$ cat src/csargb_pkg.sv
package csargb_pkg;

   localparam int CompW       = 17;
   localparam int FracW       = 12;
   localparam int MulW        = 29;
   localparam int TermW       = 27;
   localparam int BriW        = 25;
   localparam int ProdW       = BriW + TermW;
   localparam int ProdShift   = 28;
   localparam int QuotW       = ProdW - ProdShift;
   localparam int RecipW      = 23;
   localparam int RecipShift  = 36;
   localparam int RecQW       = 22;
   localparam int RecProdW    = RecQW + RecipW;

   localparam logic [CompW-1:0]  SectorUnits = 17'd3840;
   localparam logic [CompW-1:0]  HueLimit    = 17'd26880;
   localparam logic [TermW-1:0]  FullTerm    = 27'd98304000;
   localparam logic [QuotW-1:0]  SatLimit    = 24'd2400000;
   localparam logic [RecipW-1:0] RecipMul    = 23'd7330078;
   localparam logic [16:0]       QOne        = 17'd65536;
   localparam logic [7:0]        AlphaByte   = 8'hFF;

   typedef enum logic [1:0] {
      CMD_RGB  = 2'd0,
      CMD_HSB  = 2'd1,
      CMD_CMYK = 2'd2,
      CMD_GRAY = 2'd3
   } cmd_type;

   typedef struct packed {
      logic        is_hsb;
      logic        ok;
      logic [2:0]  sector;
      logic [23:0] flat;
   } info_type;

   function automatic logic [BriW-1:0] mul255(input logic [CompW-1:0] x);
      logic [BriW-1:0] w;
      w = {8'b0, x};
      return (w << 8) - w;
   endfunction

   function automatic logic [7:0] sat8(input logic [9:0] v);
      return (v > 10'd255) ? 8'hFF : v[7:0];
   endfunction

   // floor(255 * x / 2^16)
   function automatic logic [7:0] trunc_scale(input logic [CompW-1:0] x);
      logic [BriW-1:0] m;
      m = mul255(x);
      return sat8({1'b0, m[24:16]});
   endfunction

   // floor((255 * x + 2^15) / 2^16)
   function automatic logic [7:0] round_scale(input logic [CompW-1:0] x);
      logic [BriW:0] m;
      m = {1'b0, mul255(x)} + 26'd32768;
      return sat8(m[25:16]);
   endfunction

endpackage

$ cat src/csargb_scale.sv
module csargb_scale (
   input  logic                           clock,
   input  logic                           advance,
   input  logic [csargb_pkg::BriW-1:0]    bri255,
   input  logic [csargb_pkg::TermW-1:0]   term,
   output logic [7:0]                     chan
);
   import csargb_pkg::*;

   logic [ProdW-1:0]    prod_in, prod_ff;
   logic [QuotW-1:0]    quo;
   logic                sat_in, sat_ff;
   logic [RecProdW-1:0] rec_in, rec_ff;
   logic [7:0]          chan_in, chan_ff;

   // divisor is 2^28 * 9375; the 9375 part goes through a reciprocal
   always_comb begin
      prod_in = {{TermW{1'b0}}, bri255} * {{BriW{1'b0}}, term};
      quo     = prod_ff[ProdW-1:ProdShift];
      sat_in  = (quo >= SatLimit);
      rec_in  = {{RecipW{1'b0}}, quo[RecQW-1:0]} * {{RecQW{1'b0}}, RecipMul};
      chan_in = sat_ff ? 8'hFF : rec_ff[RecipShift+7:RecipShift];
   end

   always_ff @(posedge clock) begin
      if (advance) begin
         prod_ff <= prod_in;
         sat_ff  <= sat_in;
         rec_ff  <= rec_in;
         chan_ff <= chan_in;
      end
   end

   assign chan = chan_ff;

endmodule

$ cat config.mk
export PLATFORM = sky130hd
export DESIGN_NAME = csargb_scale
export DESIGN_NICKNAME = d
export VERILOG_FILES = /design/src/csargb_pkg.sv /design/src/csargb_scale.sv
export SDC_FILE = /design/constraint.sdc
export NUM_CORES = 2
export LEC_CHECK = 0
export BUFFER_PORTS_ARGS = -buffer_cell sky130_fd_sc_hd__buf_2
export CAP_MARGIN = 20
export CORE_ASPECT_RATIO = 2
export CORE_MARGIN = 2
export CORE_UTILIZATION = 25
export CTS_CLUSTER_DIAMETER = 100
export DETAILED_ROUTE_END_ITERATION = 10
export PLACE_DENSITY_LB_ADDON = 0.3
export REMOVE_ABC_BUFFERS = 1
export SYNTH_ARGS = -nofsm -noshare
export SYNTH_HDL_FRONTEND = slang
export SYNTH_SLANG_ARGS = --single-unit
$ cat constraint.sdc
create_clock -name clock -period 22.1 [get_ports clock]
set_clock_uncertainty 0.05 [all_clocks]
set_input_delay 4.42 -clock clock [delete_from_list [all_inputs] [get_ports clock]]
set_output_delay 4.42 -clock clock [all_outputs]
set_load 0.05 [all_outputs]
# Word-level counts from Yosys, hierarchy flattened
# Cells that the tools add are included.
# classes
magnitude_cmp	1
mul	2
# ops
cell	n
$mul A25 B27 Y52	1
$mul A22 B22 Y43 const B	1
$ge A24 B22 Y1 const B	1
# word_totals
ff_bits	104
input_bits	54

# Longest topological paths before layout
# logic_depth
depth_word	1
mapped_depth	26

# Worst setup path after synthesis
# OpenSTA, ideal clock, no wires.
# synth_timing
path_kind	input port to flip-flop
from	in bri255[4] (netlist name)
to	reg prod_ff[48] (data pin)
slack_ps	10940
t_arrival_ps	10848
required_ps	21788
path_buffers	2
path_stages	23
cell_sequence	clkbuf_1 clkbuf_1 nand2_1 fa_1 inv_1 fa_1 inv_1 fa_1 fa_1 fa_1 inv_1 fa_1 fa_1 ha_1 a21o_1 a31o_1 a221oi_2 a31oi_1 or4_4 a21o_1 and3_1 a2111oi_4 xnor2_1
# synth_via
elab_chain_cells	1
# synth_lines
element	line	rtl
start: declaration	csargb_scale.sv:4	input logic [csargb_pkg::BriW-1:0] bri255,
$mul A25 B27 Y52	csargb_scale.sv:18	prod_in = {{TermW{1'b0}}, bri255} * {{BriW{1'b0}}, term};
net prod_in[48]	csargb_scale.sv:10	logic [ProdW-1:0] prod_in, prod_ff;
end signal: assignment	csargb_scale.sv:27	prod_ff <= prod_in;
end: declaration	csargb_scale.sv:10	
# The timed path passes the listed nets, and every way through them passes these cells.
# A chain may end at the register's enable or synchronous reset.

# Worst setup path in the final report
# layout_timing
from	in bri255[4] (netlist name)
to	reg prod_ff[38] (data pin)
# Same word-level chain as after synthesis.

==> results.yml <==
run_status:
  status: "finished, final reports clean"
sta:
  tightest_slew_ns: 0.965
  setup_violations: 0
  fin_crit_ns: 11.74
  hold_ws_ns: 0.451
  timing.final.hold_violations: 0
  finalSetupTns_ns: 0
  period_share: 0.531
  maxSlewHeadroom: 0.357
  clock.fmax_ghz: 0.0852
  slew_viol_final: 0
  rsz0062_at_grt: "no"
clocking:
  cts.reportedPaths.clkPinSlew_ns: 0.06
  root_buffer: "clkbuf_16"
  cts_sinks: 41
  tritoncts: "done"
  max-clock-path-buffers: 2
  cts_max_level: 2
  worstSkewPairLatency_ns: 0.30
  postCtsSetupRepairBufs: 0
  holdBufCountCts: 0
  cts_buffers: 5
  cts_resized: 0
final_layout:
  fin_nets: 4388
  final_cell_mix: "inv_1, fa_1, and2_1, ha_1, nand2_1"
  nFillCells: 12800
  area_delta_synth_final_pct: 6.99
  instances_no_fill: 4761
  stdcell_area_sq_um: 32800
  seqCellArea_sq_um: 1230
  drive_gt1_frac: 0.0315
  multi_input_area_sq_um: 25500
  layout_commonest_cell: "inv_1"
setup_path:
  reg2reg_slack_ns: 14.66
  critPathTopFamily: "adder cells"
  r2r-end: "rec_ff[40]$_DFFE_PP_"
  cp_slowest_stage_delay_ns: 0.58
  crit_slowest_cell: "fa_1"
  worst_setup_path_endpoint: "prod_ff[38]$_DFFE_PP_"
  path_class: "in2reg"
  cp-start-kind: "input pin"
  crit_cells: 23
  arrival_ns: 11.71
  path_cells: "buf_2 > nand2_1 > fa_1 > inv_1 > fa_1 > inv_1 > fa_1 > fa_1 > fa_1 > inv_1 > fa_1 > fa_1 > ha_1 > a21o_1 > a31o_1 > a221oi_2 > a31oi_1 > buf_4 > or4_4 > a31oi_2 > o21bai_1 > a211oi_1 > a211oi_1"
  critPathCaptureType: "register"
  crit_top_cell: "fa_1"
  crit_start: "bri255[4]"
  worst-path-buf-inv: 5
  reg2regPathDepth: 23
  cp.required_ns: 22.08
  r2r_start: "prod_ff[33]$_DFFE_PP_"
  path_max_fanout: 27
run:
  max_cap_viol_count: 0
synth:
  yosysTopAreaCell: "fa_1"
  async_flop_share: 0
  synth_area_per_cell_sq_um: 9.50
  synth_area_sq_um: 30700
  synth_edf_count: 41
  syn_inst: 3229
  synth_ff_type: "edfxtp_1"
  synth_cell_type_count: 52
  synth_top_area_share: 0.505
  yosysSeqAreaShare: 0.0402
  synth_area_leaders: "fa_1, ha_1, inv_1"
  yosys_warnings: 0
  ys_seq_elements: 41
global_routing:
  overflow: 0
  grtUsageTotal: 0.158
  grt_antenna_before_repair: 6
  grt_pass1_wl_mm: 145
  grt_pass1_vias: 24400
  grt_start_max_net_pins: 42
placed_design:
  dp_hpwl_mm: 82.3
  postPlaceCellArea_sq_um: 32600
  port-buffer-count: 61
  place_inst: 4751
  gp_congestion: 0.888
detailed_routing:
  wl_per_cell_microns: 20.4
  drt_wl_total_mm: 97.0
  vias_per_cell: 4.45
  antenna_left: 0
  route.detailed.drc: 0
  drt_iter0_drc: 731
  num_vias: 21200
  dr.pass1.iters: 5
worst_hold_path:
  hold_start: "rec_ff[43]$_DFFE_PP_"
  hold_path.class: "reg2reg"
die:
  die_h_microns: 499
  initial_core_util: 0.252
  row_count: 181
  ios: 62
  die-area_sq_um: 126000
  core_area_sq_um: 122000
  die_w_microns: 252
==> flip-flops by register name, summed over array words and instances (netlist names) <==
name     cells
chan         8
prod_ff     24
rec_ff       8
sat_ff       1
==> metal layers <==
| layer | track usage | up-vias | wire length [microns] |
|---|---|---|---|
| li1 | - | 9325 | - |
| met2 | 0.335 | 426 | 59100 |
| met1 | 0.130 | 11200 | 27200 |
| met4 | 0.121 | 4 | 9080 |
| met5 | 0 | - | 26 |
| met3 | 0.00687 | 277 | 1580 |
==> per-stage QoR <==
| step | setup slack, ns | utilization |
|---|---|---|
| detailed placement | 9.69 | 0.268 |
| finish | 10.36 | 0.270 |
| floorplan | 11.39 | - |
| CTS | 10.0 | 0.270 |
| global route | 10.03 | 0.270 |
| global placement | 9.77 | 0.268 |
==> final cells by class <==
cell class | count | share of cell area
Multi-Input combinational cell | 2153 | 0.779
Inverter | 923 | 0.106
Tap cell | 1555 | 0.0593
Sequential cell | 41 | 0.0375
Timing Repair Buffer | 80 | 0.0136
Clock buffer | 5 | 0.00381
Clock inverter | 3 | 0.00133
Antenna cell | 1 | 0.0000763
==> cells in the mapped netlist (all sizes together), types with 2 or more instances <==
cell and n:
nand2b 3, or2 8, o21bai 7, a31oi 8, nor3 11, fa 773, clkbuf 112, a211oi 7
xor2 8, ha 357, and4 2, o21ai 30, a2111oi 3, o31ai 2, a221oi 2, a31o 2
and3 9, inv 923, xnor2 28, nand2 342, o21a 5, a21o 33, nand3 10, and2 362
edfxtp 41, o2111ai 3, a211o 2, a21boi 2, a21oi 50, nor2 36, nor2b 8, a221o 2
nand4 18, o211ai 6
==> how the worst min path moves through the flow <==
stage | to | slack (ns) | cells past startpoint
after floorplan | chan[0]$_SDFFCE_PP1P_ | 0.43 | 1
after global placement | chan[2]$_SDFFCE_PP1P_ | 0.43 | 1
after global routing | chan[7]$_SDFFCE_PP1P_ | 0.47 | 1
after CTS | chan[2]$_SDFFCE_PP1P_ | 0.45 | 1
after detailed placement | chan[2]$_SDFFCE_PP1P_ | 0.44 | 1
final | chan[7]$_SDFFCE_PP1P_ | 0.45 | 1
==> kinds of logic after synthesis <==
| logic type | synth area share |
|---|---|
| XOR/XNOR | 0.0103 |
| adder cells (fa/ha/maj) | 0.650 |
| flip-flops | 0.0402 |
| AND/OR/NAND/NOR | 0.136 |
| AO/OA/AOI/OAI | 0.0368 |
| buffers and inverters | 0.127 |
Power is left out: the tool's default activity adds up to more than one toggle a clock period on the data nets, which glitch-free logic cannot reach.
