$ cat src/csargb_pkg.sv
package csargb_pkg;

   localparam int CompW       = 17;
   localparam int FracW       = 12;
   localparam int MulW        = 29;
   localparam int TermW       = 27;
   localparam int BriW        = 25;
   localparam int ProdW       = BriW + TermW;
   localparam int ProdShift   = 28;
   localparam int QuotW       = ProdW - ProdShift;
   localparam int RecipW      = 23;
   localparam int RecipShift  = 36;
   localparam int RecQW       = 22;
   localparam int RecProdW    = RecQW + RecipW;

   localparam logic [CompW-1:0]  SectorUnits = 17'd3840;
   localparam logic [CompW-1:0]  HueLimit    = 17'd26880;
   localparam logic [TermW-1:0]  FullTerm    = 27'd98304000;
   localparam logic [QuotW-1:0]  SatLimit    = 24'd2400000;
   localparam logic [RecipW-1:0] RecipMul    = 23'd7330078;
   localparam logic [16:0]       QOne        = 17'd65536;
   localparam logic [7:0]        AlphaByte   = 8'hFF;

   typedef enum logic [1:0] {
      CMD_RGB  = 2'd0,
      CMD_HSB  = 2'd1,
      CMD_CMYK = 2'd2,
      CMD_GRAY = 2'd3
   } cmd_type;

   typedef struct packed {
      logic        is_hsb;
      logic        ok;
      logic [2:0]  sector;
      logic [23:0] flat;
   } info_type;

   function automatic logic [BriW-1:0] mul255(input logic [CompW-1:0] x);
      logic [BriW-1:0] w;
      w = {8'b0, x};
      return (w << 8) - w;
   endfunction

   function automatic logic [7:0] sat8(input logic [9:0] v);
      return (v > 10'd255) ? 8'hFF : v[7:0];
   endfunction

   // floor(255 * x / 2^16)
   function automatic logic [7:0] trunc_scale(input logic [CompW-1:0] x);
      logic [BriW-1:0] m;
      m = mul255(x);
      return sat8({1'b0, m[24:16]});
   endfunction

   // floor((255 * x + 2^15) / 2^16)
   function automatic logic [7:0] round_scale(input logic [CompW-1:0] x);
      logic [BriW:0] m;
      m = {1'b0, mul255(x)} + 26'd32768;
      return sat8(m[25:16]);
   endfunction

endpackage

$ cat src/csargb_terms.sv
module csargb_terms (
   input  logic                              clock,
   input  logic                              advance,
   input  csargb_pkg::info_type              info,
   input  logic [csargb_pkg::FracW-1:0]      frac,
   input  logic [csargb_pkg::CompW-1:0]      sat,
   input  logic [csargb_pkg::CompW-1:0]      bri,
   output csargb_pkg::info_type              info_out,
   output logic [csargb_pkg::BriW-1:0]       bri255,
   output logic [2:0][csargb_pkg::TermW-1:0] terms
);
   import csargb_pkg::*;

   info_type           info2_ff, info3_ff;
   logic [MulW-1:0]    sfr_in, sinv_in, sfull_in;
   logic [MulW-1:0]    sfr_ff, sinv_ff, sfull_ff;
   logic [BriW-1:0]    bri2_ff, bri3_ff;
   logic [FracW-1:0]   rest;
   logic [TermW-1:0]   tp, tq, tt;
   logic [2:0][TermW-1:0] terms_in, terms_ff;

   // full * (1 - m / full), negative terms clamp to zero
   function automatic logic [TermW-1:0] clamp_term(input logic [MulW-1:0] m);
      return (m >= {2'b0, FullTerm}) ? '0 : TermW'({2'b0, FullTerm} - m);
   endfunction

   always_comb begin
      rest     = FracW'(SectorUnits) - frac;
      sfr_in   = MulW'({12'b0, sat} * {17'b0, frac});
      sinv_in  = MulW'({12'b0, sat} * {17'b0, rest});
      sfull_in = MulW'({12'b0, sat} * {12'b0, SectorUnits});
   end

   always_comb begin
      tp = clamp_term(sfull_ff);
      tq = clamp_term(sfr_ff);
      tt = clamp_term(sinv_ff);
      // terms are red, green, blue in lanes 2, 1, 0
      case (info2_ff.sector)
         3'd0:    terms_in = {FullTerm, tt, tp};
         3'd1:    terms_in = {tq, FullTerm, tp};
         3'd2:    terms_in = {tp, FullTerm, tt};
         3'd3:    terms_in = {tp, tq, FullTerm};
         3'd4:    terms_in = {tt, tp, FullTerm};
         default: terms_in = {FullTerm, tp, tq};
      endcase
   end

   always_ff @(posedge clock) begin
      if (advance) begin
         info2_ff <= info;
         sfr_ff   <= sfr_in;
         sinv_ff  <= sinv_in;
         sfull_ff <= sfull_in;
         bri2_ff  <= mul255(bri);
         info3_ff <= info2_ff;
         bri3_ff  <= bri2_ff;
         terms_ff <= terms_in;
      end
   end

   assign info_out = info3_ff;
   assign bri255   = bri3_ff;
   assign terms    = terms_ff;

endmodule

$ cat config.mk
export PLATFORM = sky130hd
export DESIGN_NAME = csargb_terms
export DESIGN_NICKNAME = d
export VERILOG_FILES = /design/src/csargb_pkg.sv /design/src/csargb_terms.sv
export SDC_FILE = /design/constraint.sdc
export NUM_CORES = 1
export LEC_CHECK = 0
export ABC_AREA = 1
export BUFFER_PORTS_ARGS = -buffer_cell sky130_fd_sc_hd__buf_2
export CAP_MARGIN = 20
export CORE_MARGIN = 2
export CORE_UTILIZATION = 60
export CTS_BUF_LIST = sky130_fd_sc_hd__clkbuf_4 sky130_fd_sc_hd__clkbuf_8 sky130_fd_sc_hd__clkbuf_16
export DETAILED_ROUTE_END_ITERATION = 10
export GPL_TIMING_DRIVEN = 1
export PLACE_DENSITY = 0.8
export SETUP_SLACK_MARGIN = 0.3
export SKIP_LAST_GASP = 1
export SLEW_MARGIN = 10
export SYNTH_ARGS = -nofsm -noshare
export SYNTH_HDL_FRONTEND = slang
export SYNTH_SLANG_ARGS = --single-unit
$ cat constraint.sdc
create_clock -name clock -period 11.3 [get_ports clock]
set_input_delay 0 -clock clock [delete_from_list [all_inputs] [get_ports clock]]
set_output_delay 0 -clock clock [all_outputs]
set_load 0.05 [all_outputs]
Yosys cells after proc, flatten, opt, wreduce, memory -nomap -nowiden
Index checks and enable logic that the tools add are counted.

cells by class
  add/subtract/negate cells = 5
  multipliers = 3
  magnitude comparators = 3
  equality and inequality tests = 4
  muxes and demuxes = 4
  reduce and logical (&&, ||, !) cells = 1

operators with widths
  kind                                                   number
  case mux 81 bit (5 select lines)                       1
  >= comparator 29 x 27 -> 1 bit, second input constant  3
  2-to-1 mux 27 bit                                      3
  subtractor 27 bit, first input constant                3
  multiplier 17 x 12 -> 29 bit                           2
  subtractor 25 x 17 -> 25 bit                           1
  multiplier 17 x 4 -> 21 bit, second input constant     1
  subtractor 12 bit, first input constant                1
  == test 3 x 2 -> 1 bit, second input constant          2
  == test 3 x 1 -> 1 bit, second input constant          1
  == test 3 bit, second input constant                   1
  logical NOT 3 bit                                      1

word-level totals
  register bits after elaboration = 268
  input bits = 77
  output and inout port bits = 135
  word-level logic and storage cells = 36

Depth between registers and ports, before layout
  depth after elaboration = 3
  mapped depth = 33
  gate-level depth less buffers = 32

Worst setup path before layout
No wires, ideal clock.

  path kind = input to register
  start = input frac[0] in the netlist's numbering
  end = register sinv_ff[18], data pin
  library setup time = 0.264 ns
  data arrival time = 5.143 ns
  data required time = 11.036 ns
  slack = 5.893 ns
  stages = 27
  buffers on the path = 2
  cells stage by stage = buf_6 > inv_2 > ha_1 > inv_1 > or2_4 > nor2_4 > nand4_2 > o21ai_2 > xor2_2 > buf_6 > nor2_1 > fa_1 > inv_1 > fa_1 > inv_1 > fa_1 > fa_1 > inv_1 > fa_1 > inv_1 > ha_1 > nand2_1 > nor2_1 > inv_1 > o21ai_0 > a31oi_1 > xor2_1

on the way
  longest elaborated chain between the ends = 2

RTL lines
  what                          line                source
  from (decl)                   csargb_terms.sv:5   input logic [csargb_pkg::FracW-1:0] frac,
  subtractor 12 bit             csargb_terms.sv:28  rest = FracW'(SectorUnits) - frac;
  multiplier 17 x 12 -> 29 bit  csargb_terms.sv:30  sinv_in = MulW'({12'b0, sat} * {17'b0, rest});
  named net sinv_in[18]         csargb_terms.sv:15  logic [MulW-1:0] sfr_in, sinv_in, sfull_in;
  to (signal assigned)          csargb_terms.sv:53  sinv_ff <= sinv_in;
  to (decl)                     csargb_terms.sv:16  logic [MulW-1:0] sfr_ff, sinv_ff, sfull_ff;

The timed path passes the listed nets, and every way through them passes these cells.
A chain may end at the register's enable or synchronous reset.

Worst setup path in the final report
  start = input frac[0] in the netlist's numbering
  end = register sinv_ff[26], data pin

Same word-level chain as after synthesis.

==> flow_summary.yaml <==
critical_path:
  critPathKind: "input port to flop"
  end_kind: "flop"
  arrival_ns: 6.03
  crit_buf_inv: 7
  path_delay_family: "adder cells"
  critPathMaxFanout: 19
  crit_path_max_incr_delay_ns: 0.55
  worstPathRequired_ns: 11.58
  critPathLaunchType: "input port"
  crit_slowest_cell: "xor2_2"
  cp_common_cell: "fa_1"
synthesis:
  ys_ff_latch: 267
  synth_cells: 3290
  syn_nets: 3870
  synth.most_common_cell: "nand2_1"
  synthTopCellsByCount: "nand2_1, inv_1, fa_1, edfxtp_1, nor2_1"
  synth.yosys.seq_area_share: 0.285
  ys_types: 53
  postSynthAreaPerCell_um2: 8.55
  synth_edf_count: 267
  async_flop_share: 0
  yosysTopAreaCell: "edfxtp_1"
  synth_ff_type: "edfxtp_1"
  ys_top_cells_by_area: "edfxtp_1, fa_1, nand2_1"
  syn-cell-area_um2: 28100
  yosysWarningCount: 0
  synth_top_area_share: 0.285
die:
  die_area_um2: 48600
  die_w_um: 220
  initial_core_util: 0.607
  die_h_um: 220
  pin_count: 212
  row_count: 79
  core_um2: 46400
route:
  first_pass_iters: 7
  vias: 22995
  drc_errors: 0
  drtIter0Drc: 1889
  totalWireLength_mm: 72.2
  ant_nets: 0
  routedWlPerCell_um: 17.6
  viasPerCell: 5.60
sta:
  rsz0062_at_grt: "false"
  finalWorstSetupSlack_ns: 5.55
  tightestPinTransition_ns: 1.13
  finalClockSkew_ns: 0.0279
  finalSetupTns_ns: 0
  maxSlewViolCount: 0
  max_slew_margin: 0.248
  hold_violations: 0
  finalCritPeriodShare: 0.509
  layout_min_cycle_time_ns: 5.75
  fmax_ghz: 0.174
  finalSetupViolations: 0
clock_network:
  post_cts_resize_count: 0
  clk_pin_slew_ns: 0.06
  insertion_delay_ns: 0.54
  cts-root-buf: "clkbuf_16"
  h-tree-depth: 1
  cts_made_buffers: 25
  cts_tree: "done"
  cts.sinks: 267
  clockBufferDepth: 3
power:
  power_density_nw_per_um2: 270
  peakVddDrop_mv: 0.227
  p_clk_frac: 0.098
  leakagePower_nw: 15.2
  switching_share: 0.521
  p_sw_w: 0.00433
  power.internal_w: 0.00398
  seqPwrFrac: 0.208
  p_comb_frac: 0.694
  finalPower_w: 0.00831
placed_design:
  post-place-ws_ns: 5.01
  place_congestion: 1.02
  io_buffers: 211
  dp_cells: 4015
  dp_hpwl_mm: 56.1
grt:
  grt_first_pass_wirelength_mm: 116
  grt_pass1_vias: 22392
  grt_antenna_before_repair: 0
  grt_util_all_layers: 0.302
  overflow: 0
  grt_max_degree: 123
layout:
  nets: 4063
  final_util: 0.664
  stdcell_count: 4107
  antenna_cells: 0
  final_layout_size_suffix_gt1_frac: 0.0889
  area_growth_pct: 9.47
  nFillCells: 3735
worst_hold_path:
  holdCritPathClass: "input port to flop"
flow_run:
  maxCapViolCount: 0
status:
  status: "finished clean"
[logic make-up (layout without fill, tap and decap cells)]
kind of cell,after synthesis,count (layout),synth area share
buffers and inverters,779,989,0.108
AOI/OAI and AO/OA,203,203,0.0434
and+or+nand+nor,1438,1438,0.220
DFF,267,267,0.285
adders and majority gates,503,503,0.312
xor gates and xnor gates,100,100,0.0314
[final timing paths]
check	end	depth (start not counted)	start	slack, ns
setup / recovery	sinv_ff[26]	27	frac[0]	5.55
hold reg to reg	bri255[5]	0	bri2_ff[5]	0.42
hold / removal	sfr_ff[0]	3	frac[0]	0.05
setup reg to reg	terms[18]	8	info2_ff[26]	8.22
[final cells by class]
cell class | instances | area [µm²] | area share
clock buffers | 32 | 678 | 0.0220
inverters | 682 | 2560 | 0.0832
repair buffers | 263 | 1580 | 0.0512
well taps | 607 | 759 | 0.0247
clock inverters | 12 | 118 | 0.00382
multi-input cells | 2244 | 17100 | 0.555
flip-flops and latches | 267 | 8020 | 0.260
[through the flow]
step,instance area [µm²],hold WS [ns]
after floorplan,28100,0.0989
after global placement,29500,0.177
after detailed placement,29500,0.179
after CTS,30800,0.0325
after global routing,30800,0.0561
final,30800,0.0467
[timing repair]
| action | CTS | global route |
|---|---|---|
| hold buffers | 48 | 0 |
| endpoints found under the hold margin | 47 | 0 |
| buffers inserted | 0 | 0 |
[flip-flops by register name, indices dropped and copies added (netlist names)]
register / flops
info_out: 29
sinv_ff: 28
sfull_ff: 21
bri2_ff: 25
info2_ff: 29
sfr_ff: 29
terms: 81
bri255: 25
[placed cells by master, fill, tap and decap left out, drive strengths merged, types with 10 or more instances in the layout]
master,netlist,final
nand2,808,808
inv,678,679
fa,331,331
nor2,269,269
edfxtp,267,267
buf,40,215
nand3,196,196
ha,172,172
nand4,112,112
a21oi,74,74
xor2,71,71
dlygate4sd3,0,48
o21ai,48,48
clkbuf,57,32
xnor2,29,29
o22ai,24,24
nor3,22,22
o211ai,12,12
o21bai,11,11
clkinv,4,10
[power by group through the flow]
stage               Clock, W  Combinational [W]  Sequential (W)
floorplan                  0            0.00403         0.00186
global placement           0            0.00552         0.00174
detailed placement         0            0.00561         0.00174
CTS                 0.000825            0.00567         0.00172
global route        0.000872            0.00648         0.00175
finish              0.000818            0.00576         0.00173
[worst min-delay path, stage by stage]
cell	delay, ns
buf_2	0.23
nand2_1	0.11
inv_1	0.05
[layer usage]
metal | vias to the layer above | GRT usage | share of wire
met5 | - | 0 | 0
met1 | 10993 | 0.419 | 0.41
met2 | 1110 | 0.497 | 0.46
met3 | 161 | 0.0379 | 0.090
li1 | 10731 | - | -
met4 | 0 | 0.0951 | 0.033
(Power assumes the default switching activity.)
