[src/csargb_pkg.sv]
package csargb_pkg;

   localparam int CompW       = 17;
   localparam int FracW       = 12;
   localparam int MulW        = 29;
   localparam int TermW       = 27;
   localparam int BriW        = 25;
   localparam int ProdW       = BriW + TermW;
   localparam int ProdShift   = 28;
   localparam int QuotW       = ProdW - ProdShift;
   localparam int RecipW      = 23;
   localparam int RecipShift  = 36;
   localparam int RecQW       = 22;
   localparam int RecProdW    = RecQW + RecipW;

   localparam logic [CompW-1:0]  SectorUnits = 17'd3840;
   localparam logic [CompW-1:0]  HueLimit    = 17'd26880;
   localparam logic [TermW-1:0]  FullTerm    = 27'd98304000;
   localparam logic [QuotW-1:0]  SatLimit    = 24'd2400000;
   localparam logic [RecipW-1:0] RecipMul    = 23'd7330078;
   localparam logic [16:0]       QOne        = 17'd65536;
   localparam logic [7:0]        AlphaByte   = 8'hFF;

   typedef enum logic [1:0] {
      CMD_RGB  = 2'd0,
      CMD_HSB  = 2'd1,
      CMD_CMYK = 2'd2,
      CMD_GRAY = 2'd3
   } cmd_type;

   typedef struct packed {
      logic        is_hsb;
      logic        ok;
      logic [2:0]  sector;
      logic [23:0] flat;
   } info_type;

   function automatic logic [BriW-1:0] mul255(input logic [CompW-1:0] x);
      logic [BriW-1:0] w;
      w = {8'b0, x};
      return (w << 8) - w;
   endfunction

   function automatic logic [7:0] sat8(input logic [9:0] v);
      return (v > 10'd255) ? 8'hFF : v[7:0];
   endfunction

   // floor(255 * x / 2^16)
   function automatic logic [7:0] trunc_scale(input logic [CompW-1:0] x);
      logic [BriW-1:0] m;
      m = mul255(x);
      return sat8({1'b0, m[24:16]});
   endfunction

   // floor((255 * x + 2^15) / 2^16)
   function automatic logic [7:0] round_scale(input logic [CompW-1:0] x);
      logic [BriW:0] m;
      m = {1'b0, mul255(x)} + 26'd32768;
      return sat8(m[25:16]);
   endfunction

endpackage

[src/csargb_front.sv]
module csargb_front (
   input  logic                           clock,
   input  logic                           advance,
   input  logic [1:0]                     req_command,
   input  logic [csargb_pkg::CompW-1:0]   req_comp_a,
   input  logic [csargb_pkg::CompW-1:0]   req_comp_b,
   input  logic [csargb_pkg::CompW-1:0]   req_comp_c,
   input  logic [csargb_pkg::CompW-1:0]   req_comp_d,
   output csargb_pkg::info_type           info,
   output logic [csargb_pkg::FracW-1:0]   frac,
   output logic [csargb_pkg::CompW-1:0]   sat,
   output logic [csargb_pkg::CompW-1:0]   bri
);
   import csargb_pkg::*;

   cmd_type          cmd;
   logic [2:0]       sec_raw;
   logic [CompW-1:0] sec_base;
   logic [16:0]      cy_term, mg_term, yl_term;
   logic [7:0]       gray;
   info_type         info_in, info_ff;
   logic [FracW-1:0] frac_in, frac_ff;
   logic [CompW-1:0] sat_ff, bri_ff;

   function automatic logic [16:0] cmyk_term(input logic [CompW-1:0] col,
                                            input logic [CompW-1:0] blk);
      logic [CompW:0] sub;
      sub = {1'b0, col} + {1'b0, blk};
      return (sub >= {1'b0, QOne}) ? 17'd0 : 17'({1'b0, QOne} - sub);
   endfunction

   always_comb begin
      cmd = cmd_type'(req_command);
      sec_raw = 3'd0;
      for (int k = 1; k <= 6; k++) begin
         if (req_comp_a >= 17'(k * 3840)) begin
            sec_raw = 3'(k);
         end
      end
      sec_base = 17'({14'b0, sec_raw} * SectorUnits);
      frac_in  = FracW'(req_comp_a - sec_base);

      cy_term = cmyk_term(req_comp_a, req_comp_d);
      mg_term = cmyk_term(req_comp_b, req_comp_d);
      yl_term = cmyk_term(req_comp_c, req_comp_d);
      gray    = round_scale(req_comp_a);

      info_in.is_hsb = (cmd == CMD_HSB);
      info_in.ok     = !((cmd == CMD_HSB) && (req_comp_a >= HueLimit));
      // hue from 360 up to 420 degrees reuses sector 0
      info_in.sector = (sec_raw == 3'd6) ? 3'd0 : sec_raw;
      case (cmd)
         CMD_RGB: begin
            info_in.flat = {trunc_scale(req_comp_a), trunc_scale(req_comp_b),
                            trunc_scale(req_comp_c)};
         end
         CMD_CMYK: begin
            info_in.flat = {round_scale(cy_term), round_scale(mg_term),
                            round_scale(yl_term)};
         end
         CMD_GRAY: begin
            info_in.flat = {gray, gray, gray};
         end
         default: begin
            info_in.flat = 24'd0;
         end
      endcase
   end

   always_ff @(posedge clock) begin
      if (advance) begin
         info_ff <= info_in;
         frac_ff <= frac_in;
         sat_ff  <= req_comp_b;
         bri_ff  <= req_comp_c;
      end
   end

   assign info = info_ff;
   assign frac = frac_ff;
   assign sat  = sat_ff;
   assign bri  = bri_ff;

endmodule

[config.mk]
export PLATFORM = sky130hd
export DESIGN_NAME = csargb_front
export DESIGN_NICKNAME = d
export VERILOG_FILES = /design/src/csargb_pkg.sv /design/src/csargb_front.sv
export SDC_FILE = /design/constraint.sdc
export NUM_CORES = 1
export LEC_CHECK = 0
export BUFFER_PORTS_ARGS = -buffer_cell sky130_fd_sc_hd__buf_2
export CELL_PAD_IN_SITES_DETAIL_PLACEMENT = 1
export CELL_PAD_IN_SITES_GLOBAL_PLACEMENT = 1
export CORE_MARGIN = 3
export CORE_UTILIZATION = 40
export CTS_CLUSTER_DIAMETER = 120
export DETAILED_ROUTE_END_ITERATION = 16
export PLACE_DENSITY = 0.86
export SYNTH_ARGS = -nofsm -noshare
export SYNTH_HDL_FRONTEND = slang
export SYNTH_SLANG_ARGS = --single-unit
[constraint.sdc]
create_clock -name clock -period 6.9 [get_ports clock]
set_clock_uncertainty 0.2 [all_clocks]
set_input_delay 0.345 -clock clock [delete_from_list [all_inputs] [get_ports clock]]
set_output_delay 0.345 -clock clock [all_outputs]
set_load 0.005 [all_outputs]
-- Word-level counts from Yosys, hierarchy flattened
Index checks and enable logic that the tools add are counted.
- flip-flop bits (word level): 75
- input port bits: 72
- logic and storage cells: 66
- add/subtract/negate cells: 17
- $mul: 1
- magnitude comparators: 17
- eq/ne operators: 4
- muxes and demuxes: 17
- reduce and logical (&&, ||, !) cells: 3
- operators with widths (cell ; number):
    $sub A25 B17 Y25 ; 6
    $add A25 B16 Y26 const B ; 4
    $pmux W24 S3 ; 1
    $mux W8 ; 7
    $add A17 B17 Y18 ; 3
    $ge A18 B17 Y1 const B ; 3
    $ge A17 B15 Y1 const B ; 3
    $mux W17 ; 3
    $sub A17 B17 Y17 const A ; 3
    $gt A10 B8 Y1 const B ; 4
    $ge A17 B14 Y1 const B ; 2
    $gt A9 B8 Y1 const B ; 3
    $ge A17 B12 Y1 const B ; 1
    $ge A17 B13 Y1 const B ; 1
    $sub A12 B12 Y12 ; 1
    $mux W3 ; 3
    $eq A2 B2 Y1 const B ; 2
    $mul A3 B4 Y4 const B ; 1
    $mux W2 ; 2
    $eq A3 B3 Y1 const B ; 1
    $eq A2 B1 Y1 const B ; 1
    $logic_not A2 Y1 ; 1
    $logic_and A1 B1 Y1 ; 1
    $logic_not A1 Y1 ; 1
    $mux W1 ; 1

-- Logic depth before layout (Yosys ltp)
Gate-level depths: netlist of run 1.
- word-level depth: 9
- mapped depth: 27
- gate-level depth less buffers: 27

-- Worst setup path after synthesis of run 1
No wires, ideal clock.
- kind: in2reg
- start: input req_comp_b[4] (netlist bit)
- end: register info_ff (netlist bit info[10]) (data pin)
- setup time: 0.277 ns
- data arrival time: 5.959 ns
- required time: 6.423 ns
- slack: 0.464 ns
- stages: 21
- buffers on the path: 1
- cell sequence: ha_1 buf_6 a21oi_1 o211ai_2 a21o_4 o311a_4 or4_4 or3_4 and2_2 or2_2 ha_1 or3_1 a211oi_1 o21bai_1 a211oi_1 a211oi_1 a211oi_1 a22oi_1 a211o_1 o211ai_4 o2111ai_1
- RTL lines (what ; RTL line ; source):
    from (decl) ; csargb_front.sv:6 ; input logic [csargb_pkg::CompW-1:0] req_comp_b,
    to (signal assigned) ; csargb_front.sv:72 ; info_ff <= info_in;
    to (decl) ; csargb_front.sv:21 ; info_type info_in, info_ff;

==> results of run 1 <==
-- flip-flops by register name (all words and copies together) (netlist names) --
signal and cells:
frac 12, sat 17, info 29, bri 17
-- cells in the mapped netlist (8+ instances only) --
cell and count:
sky130_fd_sc_hd__or4_1 9, sky130_fd_sc_hd__a211o_1 14, sky130_fd_sc_hd__o211ai_1 24, sky130_fd_sc_hd__and3_1 19
sky130_fd_sc_hd__mux2i_1 10, sky130_fd_sc_hd__nand4_1 27, sky130_fd_sc_hd__a2111oi_0 10, sky130_fd_sc_hd__nor2_1 100
sky130_fd_sc_hd__nor4_1 18, sky130_fd_sc_hd__or3_1 13, sky130_fd_sc_hd__o211a_1 10, sky130_fd_sc_hd__nand2b_1 17
sky130_fd_sc_hd__ha_1 119, sky130_fd_sc_hd__nand2_1 95, sky130_fd_sc_hd__clkbuf_1 30, sky130_fd_sc_hd__inv_1 81
sky130_fd_sc_hd__edfxtp_1 75, sky130_fd_sc_hd__o2111ai_1 12, sky130_fd_sc_hd__nor3_1 47, sky130_fd_sc_hd__o21ai_0 72
sky130_fd_sc_hd__or2_2 12, sky130_fd_sc_hd__a31oi_1 15, sky130_fd_sc_hd__xor2_1 26, sky130_fd_sc_hd__nor4b_1 8
sky130_fd_sc_hd__a21o_1 49, sky130_fd_sc_hd__xnor2_1 69, sky130_fd_sc_hd__and2_1 14, sky130_fd_sc_hd__o21a_1 25
sky130_fd_sc_hd__a21oi_1 80, sky130_fd_sc_hd__nor2b_1 11, sky130_fd_sc_hd__o31ai_1 12, sky130_fd_sc_hd__a211oi_1 33
sky130_fd_sc_hd__nand3_1 57
-- power breakdown --
| group | switching [mW] | leakage [nW] | total [mW] | internal, mW |
|---|---|---|---|---|
| clock network | 0.221 | 0.146 | 0.502 | 0.282 |
| logic | 1.17 | 4.65 | 1.97 | 0.804 |
| registers | 0.0321 | 0.733 | 0.618 | 0.586 |
| total | 1.42 | 5.53 | 3.09 | 1.67 |
-- metal layers --
layer / share of wire / routed length, um / global-route usage
met1: 0.41 / 18900 / 0.363
met5: 0.00050 / 23 / 0
met4: 0.052 / 2380 / 0.152
met3: 0.063 / 2880 / 0.0495
met2: 0.47 / 21600 / 0.492
-- repair_timing --
item                                    CTS  global route
hold buffers                              0             0
gates resized for setup                   0            19
endpoints found under the setup margin    0            20
-- kinds of logic (layout without fill, tap and decap cells) --
logic type                 Yosys count  after routing  share of synthesized area
buffers and inverters              121            314                     0.0450
muxes                               17             17                     0.0160
other                                0              1                          0
xor gates and xnor gates            95             95                     0.0743
and+or+nand+nor                    488            488                      0.228
adders and majority gates          125            125                      0.143
AOI/OAI and AO/OA                  457            457                      0.293
DFF                                 75             75                      0.201
-- worst max-delay path by stage --
| stage | endpoint | slack, ns | cells after the start |
|---|---|---|---|
| 6_report | info[14] | 0.26 | 24 |
| 5_1_grt | info[14] | -0.03 | 26 |
| 4_1_cts | info[14] | 0.02 | 23 |
| 3_5_place_dp | info[14] | -0.19 | 23 |
| 3_3_place_gp | info[14] | 0.13 | 23 |
| 2_1_floorplan | info[10] | 0.46 | 21 |
-- per-stage QoR --
stage | setup WS, ns | cell area, um2
floorplan | 0.464 | 11200
global placement | 0.129 | 12700
detailed placement | -0.186 | 12700
CTS | 0.0175 | 13000
global route | -0.0268 | 13100
finish | 0.261 | 13100
-- final cells by class --
| class | instances | area, um2 | share of cell area |
|---|---|---|---|
| multi-input combinational | 1182 | 8520 | 0.650 |
| sequential | 75 | 2250 | 0.172 |
| timing repair buffer | 215 | 1250 | 0.0955 |
| tap | 372 | 465 | 0.0355 |
| inverter | 83 | 312 | 0.0238 |
| clock buffer | 10 | 229 | 0.0175 |
| clock inverter | 6 | 66.3 | 0.00506 |
| antenna | 1 | 2.50 | 0.000191 |
-- placed cells by master (no fill, tap or decap), types with 15 or more instances in the layout --
cell type,Yosys,routed
sky130_fd_sc_hd__a31oi_1,15,15
sky130_fd_sc_hd__ha_1,119,119
sky130_fd_sc_hd__o21ai_0,72,71
sky130_fd_sc_hd__a21oi_1,80,79
sky130_fd_sc_hd__a21o_1,49,49
sky130_fd_sc_hd__nand2b_1,17,17
sky130_fd_sc_hd__o211ai_1,24,24
sky130_fd_sc_hd__buf_2,1,145
sky130_fd_sc_hd__a211oi_1,33,27
sky130_fd_sc_hd__xor2_1,26,25
sky130_fd_sc_hd__edfxtp_1,75,75
sky130_fd_sc_hd__nor3_1,47,45
sky130_fd_sc_hd__xnor2_1,69,69
sky130_fd_sc_hd__inv_1,81,81
sky130_fd_sc_hd__o21a_1,25,25
sky130_fd_sc_hd__and3_1,19,18
sky130_fd_sc_hd__nand3_1,57,57
sky130_fd_sc_hd__nor2_1,100,99
sky130_fd_sc_hd__nand2_1,95,95
sky130_fd_sc_hd__buf_4,1,70
sky130_fd_sc_hd__nand4_1,27,27
sky130_fd_sc_hd__nor4_1,18,16
==> summary.log, run 1 <==
[detailed_routing] vias after detailed routing 12300
[clock_network] H-Tree Level Count 3
[placement] number of instances in the placed design 1927
[clock_network] clock-pin transition on the worst setup and hold timing paths 0.06 ns
[timing] Min Hold Slack 0.0274 ns
[floorplanning] die outline area 0.0300 mm2
[cells_and_area] nets@finish 1762
[synth] most frequently used flop master after synthesis sky130_fd_sc_hd__edfxtp_1
[synth] number of warnings reported in the yosys synthesis log 0
[cells_and_area] Post-Layout Cell Count 1944
[timing] maximum frequency from static timing analysis 151 MHz
[clock_network] total clock sinks 75
[worst_setup_path] critical path start-end classification in -> reg
[detailed_routing] 1st-iter DRT viols 1152
[power] Leakage 5.53 nW
[detailed_routing] Total Wirelength 45800 um
[global_routing] wire length of the first global-routing pass 70900 um
[clock_network] number of buffers created by CTS 9
[floorplanning] die height 173 um
[global_routing] total gr overflow 0
[worst_setup_path] cell at the slowest stage of the critical path sky130_fd_sc_hd__or4_4
[clock_network] clock root cell sky130_fd_sc_hd__clkbuf_16
[timing] TNS Setup 0 ns
[floorplanning] I/O pin cnt 147
[synth] synthesized netlist net count 1574
[placement] routability congestion estimate from global placement 0.940
[run] total of max-cap violations 0
[synth] mean instance size in the synthesized netlist 8.13 um2
[worst_setup_path] type of element capturing the critical path flip-flop
[timing] fin crit share 0.962
[timing] clock period minus worst slack 6.64 ns
[cells_and_area] fraction of layout instances using a drive strength above 1 0.193
[synth] Syn Std Cell Area 0.0112 mm2
[worst_setup_path] arrival time reported for the critical path endpoint 6.49 ns
[min_path] type of the worst min-delay path in -> reg
[cells_and_area] P&R area growth vs syn 17.0%
[worst_setup_path] critical path buffer and inverter count 2
[worst_setup_path] critical path's top delay family simple AND/OR/NAND/NOR gates
[synth] cell types occupying the most area after synthesis sky130_fd_sc_hd__edfxtp_1 20%, sky130_fd_sc_hd__ha_1 13%, sky130_fd_sc_hd__xnor2_1 5.4%, sky130_fd_sc_hd__a21oi_1 3.6%, sky130_fd_sc_hd__nor2_1 3.4%
[detailed_routing] Avg Vias per Cell 6.32
[worst_setup_path] cells along the critical path buf_2 > ha_1 > inv_1 > fa_1 > nand2b_1 > a21o_1 > a211oi_2 > nand4_1 > or4_4 > or3_4 > and2_2 > or2_2 > ha_1 > or3_1 > a211oi_2 > o21bai_2 > or3_1 > o211ai_1 > a211oi_2 > ha_1 > o21a_1 > a211o_1 > o211ai_4 > o2111ai_1
[placement] post-detailed-placement half-perimeter wirelength 37000 um
[floorplanning] Initial Util 0.411
[detailed_routing] drt drc 0
[status] status completed
[worst_setup_path] data required time of the critical path 6.75 ns
[timing] Final Hold Vio Count 0
[detailed_routing] total iterations of the first detailed-routing run 5
[synth] synthesized netlist cell count 1378
[timing] final setup violating endpoints 0
[clock_network] maximum buffer depth of the clock tree 2
[min_path] Worst Hold Endpoint sat[0]
[power] power per cell area 236 mW/mm2
[worst_setup_path] Max Fanout on Critical Path 7
[floorplanning] Std-Cell Core Area 0.0273 mm2
[worst_setup_path] peak per-stage delay on the critical path 0.47 ns
[detailed_routing] number of nets with antenna violations after routing 0
[synth] largest area contributor in the synthesized netlist sky130_fd_sc_hd__edfxtp_1
[clock_network] CTS tree built
[timing] Slew Limit Headroom 0.302
[min_path] worst hold path startpoint req_comp_b[0]
[timing] Final Slew Violations 0
[cells_and_area] utilization of the core after routing 0.481
[global_routing] maximum number of pins on one net before global-route repair 76
[placement] count of buffers inserted at the top-level ports 146
[clock_network] post-CTS repair timing setup buffer count 0
[synth] fraction of registers with async set or reset after synthesis 0
[synth] number of synthesized flops with an enable pin 75
[power] total power 3.09 mW
[power] worst IR drop on VDD 144 uV
[synth] Synth cell types 96
[min_path] hold path depth 1
[timing] transition time of the tightest slew-check pin 1.05 ns
[worst_setup_path] startpoint kind of the worst setup timing path input port
[global_routing] initial antenna violation count 3
[synth] top cell type's share of synthesized area 0.201
[floorplanning] die boundary width 173 um
[detailed_routing] routed length per placed instance 23.5 um
[synth] post-synthesis sequential element count 75
[floorplanning] FP Rows 60
[synth] post-synthesis sequential area ratio 0.201
[global_routing] Tot GR Track Use 0.294
[worst_setup_path] Setup crit start req_comp_d[0]
[cells_and_area] # fillers 3388
[global_routing] via count of the first global-routing pass 12600
No activity file was read; power rests on OpenSTA's default activity.
==> run 2, diff against run 1 <==
ABC_AREA = 1   (was unset)
CORE_UTILIZATION = 38   (was 40)
PLACE_DENSITY = 0.87   (was 0.86)
==> summary.log, run 2 <==
[status] status completed
[floorplanning] Initial Util 0.389 [-0.0223]
[floorplanning] I/O pin cnt 147 [unchanged]
[worst_setup_path] critical path start-end classification in -> reg
[detailed_routing] number of nets with antenna violations after routing 0 [unchanged]
[timing] clock period minus worst slack 5.94 ns [-0.703 ns]
[synth] Syn Std Cell Area 0.0124 mm2 [+10%]
[clock_network] total clock sinks 75 [unchanged]
[floorplanning] FP Rows 65 [+8.3%]
[timing] transition time of the tightest slew-check pin 1.07 ns [+0.0181 ns]
[global_routing] maximum number of pins on one net before global-route repair 76 [unchanged]
[worst_setup_path] startpoint kind of the worst setup timing path input port
[cells_and_area] fraction of layout instances using a drive strength above 1 0.143 [-0.0501]
[synth] synthesized netlist net count 2219 [+41%]
[cells_and_area] # fillers 4425 [+31%]
[worst_setup_path] cell with the most instances on the worst path sky130_fd_sc_hd__nand2_1
[timing] fin crit share 0.860 [-0.102]
[synth] top cell type's share of synthesized area 0.200 [-0.00159]
[floorplanning] die boundary width 186 um [+7.5%]
[worst_setup_path] peak per-stage delay on the critical path 0.52 ns [+0.05 ns]
[global_routing] via count of the first global-routing pass 14900 [+19%]
[min_path] type of the worst min-delay path in -> reg
[timing] Slew Limit Headroom 0.289 [-0.0121]
[global_routing] total gr overflow 0 [unchanged]
[detailed_routing] total iterations of the first detailed-routing run 5 [unchanged]
[cells_and_area] nets@finish 2377 [+35%]
[power] total power 3.14 mW [+1.7%]
[detailed_routing] routed length per placed instance 17.8 um [-24%]
[timing] worst setup slack after layout 0.964 ns [+0.703 ns]
[timing] unrepaired setup endpoints after global routing false
[clock_network] post-CTS repair timing setup buffer count 0 [unchanged]
[global_routing] Tot GR Track Use 0.267 [-0.0271]
[synth] post-synthesis sequential element count 75 [unchanged]
[run] total of max-cap violations 0 [unchanged]
[synth] fraction of registers with async set or reset after synthesis 0 [unchanged]
[cells_and_area] commonest non-fill, non-tap cell in the layout sky130_fd_sc_hd__nand2_1
[clock_network] H-Tree Level Count 3 [unchanged]
[synth] count leader, synth sky130_fd_sc_hd__nand2_1
[synth] number of synthesized flops with an enable pin 75 [unchanged]
[global_routing] wire length of the first global-routing pass 75700 um [+6.7%]
[worst_setup_path] Max Fanout on Critical Path 11 [+4]
[worst_setup_path] data required time of the critical path 6.82 ns [+0.07 ns]
[timing] maximum frequency from static timing analysis 168 MHz [+12%]
[cells_and_area] P&R area growth vs syn 13.0%
[worst_setup_path] arrival time reported for the critical path endpoint 5.86 ns [-0.63 ns]
[cells_and_area] Largest register FFs 29 [unchanged]
[cells_and_area] final cell area excluding filler cells 0.0140 mm2 [+6.6%]
[placement] Post-Place Cell Area 0.0136 mm2 [+6.8%]
[global_routing] initial antenna violation count 2 [-1]
[timing] final setup violating endpoints 0 [unchanged]
[placement] count of buffers inserted at the top-level ports 146 [unchanged]
[detailed_routing] Avg Vias per Cell 5.38 [-15%]
[detailed_routing] drt drc 0 [unchanged]
[timing] Final Hold Vio Count 0 [unchanged]
[clock_network] CTS tree built
[synth] number of warnings reported in the yosys synthesis log 0 [unchanged]
[clock_network] number of buffers created by CTS 9 [unchanged]
[cells_and_area] utilization of the core after routing 0.439 [-0.0414]
[synth] largest area contributor in the synthesized netlist sky130_fd_sc_hd__nand2_1
[placement] worst setup timing slack at the placement stage 0.970 ns [+1.16 ns]
[synth] cell types occupying the most area after synthesis sky130_fd_sc_hd__nand2_1 20%, sky130_fd_sc_hd__edfxtp_1 18%, sky130_fd_sc_hd__ha_1 12%, sky130_fd_sc_hd__inv_1 9.3%, sky130_fd_sc_hd__nand3_1 7.3%
[clock_network] maximum buffer depth of the clock tree 2 [unchanged]
[synth] most frequently used flop master after synthesis sky130_fd_sc_hd__edfxtp_1
[placement] routability congestion estimate from global placement 0.963 [+2.5%]
[placement] post-detailed-placement half-perimeter wirelength 39100 um [+5.9%]
[detailed_routing] vias after detailed routing 14100 [+15%]
[power] power per cell area 225 mW/mm2 [-4.7%]
[detailed_routing] Total Wirelength 46800 um [+2.2%]
[detailed_routing] 1st-iter DRT viols 771 [-33%]
[synth] commonest cells in the synthesized netlist 657 x sky130_fd_sc_hd__nand2_1, 306 x sky130_fd_sc_hd__inv_1, 182 x sky130_fd_sc_hd__nor2_1, 180 x sky130_fd_sc_hd__nand3_1, 119 x sky130_fd_sc_hd__ha_1
[worst_setup_path] cell at the slowest stage of the critical path sky130_fd_sc_hd__dlygate4sd3_1
[floorplanning] Std-Cell Core Area 0.0318 mm2 [+17%]
[floorplanning] die outline area 0.0347 mm2 [+16%]
[synth] post-synthesis sequential area ratio 0.182 [-0.0189]
[power] Leakage 7.61 nW [+38%]
[clock_network] clock-pin transition on the worst setup and hold timing paths 0.06 ns [about the same]
[cells_and_area] most used cells in the layout excluding fill and tap cells 657 x sky130_fd_sc_hd__nand2_1, 306 x sky130_fd_sc_hd__inv_1, 182 x sky130_fd_sc_hd__nor2_1, 180 x sky130_fd_sc_hd__nand3_1, 145 x sky130_fd_sc_hd__buf_2
[power] worst IR drop on VDD 160 uV [+11%]
[worst_setup_path] type of element capturing the critical path flip-flop
[floorplanning] die height 186 um [+7.5%]
[clock_network] clock root cell sky130_fd_sc_hd__clkbuf_16
[timing] Final Slew Violations 0 [unchanged]
[synth] synthesized netlist cell count 2023 [+47%]
[synth] Synth cell types 54 [-44%]
[synth] mean instance size in the synthesized netlist 6.11 um2 [-25%]
[timing] TNS Setup 0 ns [unchanged]
==> run 2: cell types whose count changed after synthesis, moves of 32 or more <==
| cell | previous run | this run |
|---|---|---|
| sky130_fd_sc_hd__nand4_1 | 27 | 65 |
| sky130_fd_sc_hd__nand3_1 | 57 | 180 |
| sky130_fd_sc_hd__xnor2_1 | 69 | 10 |
| sky130_fd_sc_hd__a21o_1 | 49 | 0 |
| sky130_fd_sc_hd__nor2_1 | 100 | 182 |
| sky130_fd_sc_hd__o21ai_0 | 72 | 30 |
| sky130_fd_sc_hd__nand2_1 | 95 | 657 |
| sky130_fd_sc_hd__nand2_2 | 0 | 50 |
| sky130_fd_sc_hd__a21oi_1 | 80 | 116 |
| sky130_fd_sc_hd__inv_1 | 81 | 306 |
| sky130_fd_sc_hd__a211oi_1 | 33 | 1 |
==> run 2: final timing paths <==
path                          start       end  slack (ns)  depth (start not counted)
worst max-delay path  req_comp_a[0]  info[19]        0.96                         33
worst min-delay path  req_comp_b[3]    sat[3]        0.02                          1
==> run 2: final cells by class <==
class | count | area (um2) | area share
clock buffers | 10 | 229 | 0.0164
multi-input cells | 1615 | 8830 | 0.632
well taps | 435 | 544 | 0.0390
inverters | 325 | 1220 | 0.0875
clock inverters | 6 | 66.3 | 0.00475
flip-flops and latches | 75 | 2250 | 0.161
diodes | 1 | 2.50 | 0.000179
repair buffers | 155 | 821 | 0.0588
==> run 2: metal layers <==
metal	global-route usage	routed length, um
met1	0.314	20000
met4	0.113	1760
met5	0	0
met3	0.0404	2010
met2	0.484	23000
==> run 2: where the power goes <==
| group | switching [mW] | leakage (nW) | internal [mW] |
|---|---|---|---|
| Clock | 0.223 | 0.135 | 0.280 |
| Combinational | 1.39 | 6.74 | 0.664 |
| Sequential | 0.0201 | 0.732 | 0.572 |
==> run 2: worst max-delay path: cells and delay by family <==
| kind | cells | cell delay (ns) |
|---|---|---|
| buffers and inverters | 6 | 1.09 |
| adder cells (fa/ha/maj) | 4 | 1.26 |
| AND/OR/NAND/NOR | 18 | 2.21 |
| XOR/XNOR | 1 | 0.33 |
| AO/OA/AOI/OAI | 4 | 0.61 |
==> run 2: cell families after synthesis <==
family	Yosys count	synth area share
adders and majority gates	124	0.129
AOI/OAI and AO/OA	186	0.0845
DFF	75	0.182
xor gates and xnor gates	40	0.0296
buffers and inverters	333	0.103
and+or+nand+nor	1265	0.472
==> run 2: repair_timing <==
| action | CTS | global route |
|---|---|---|
| endpoints found under the hold margin | 8 | 0 |
| gates resized for setup | 0 | 0 |
| hold buffers | 8 | 0 |
==> run 2: through the flow <==
step	hold slack, ns	cells
after detailed placement	0.401	2597
after CTS	0.000522	2621
final	0.0202	2622
after floorplan	0.244	2023
after global routing	0.0185	2621
after global placement	0.390	2597
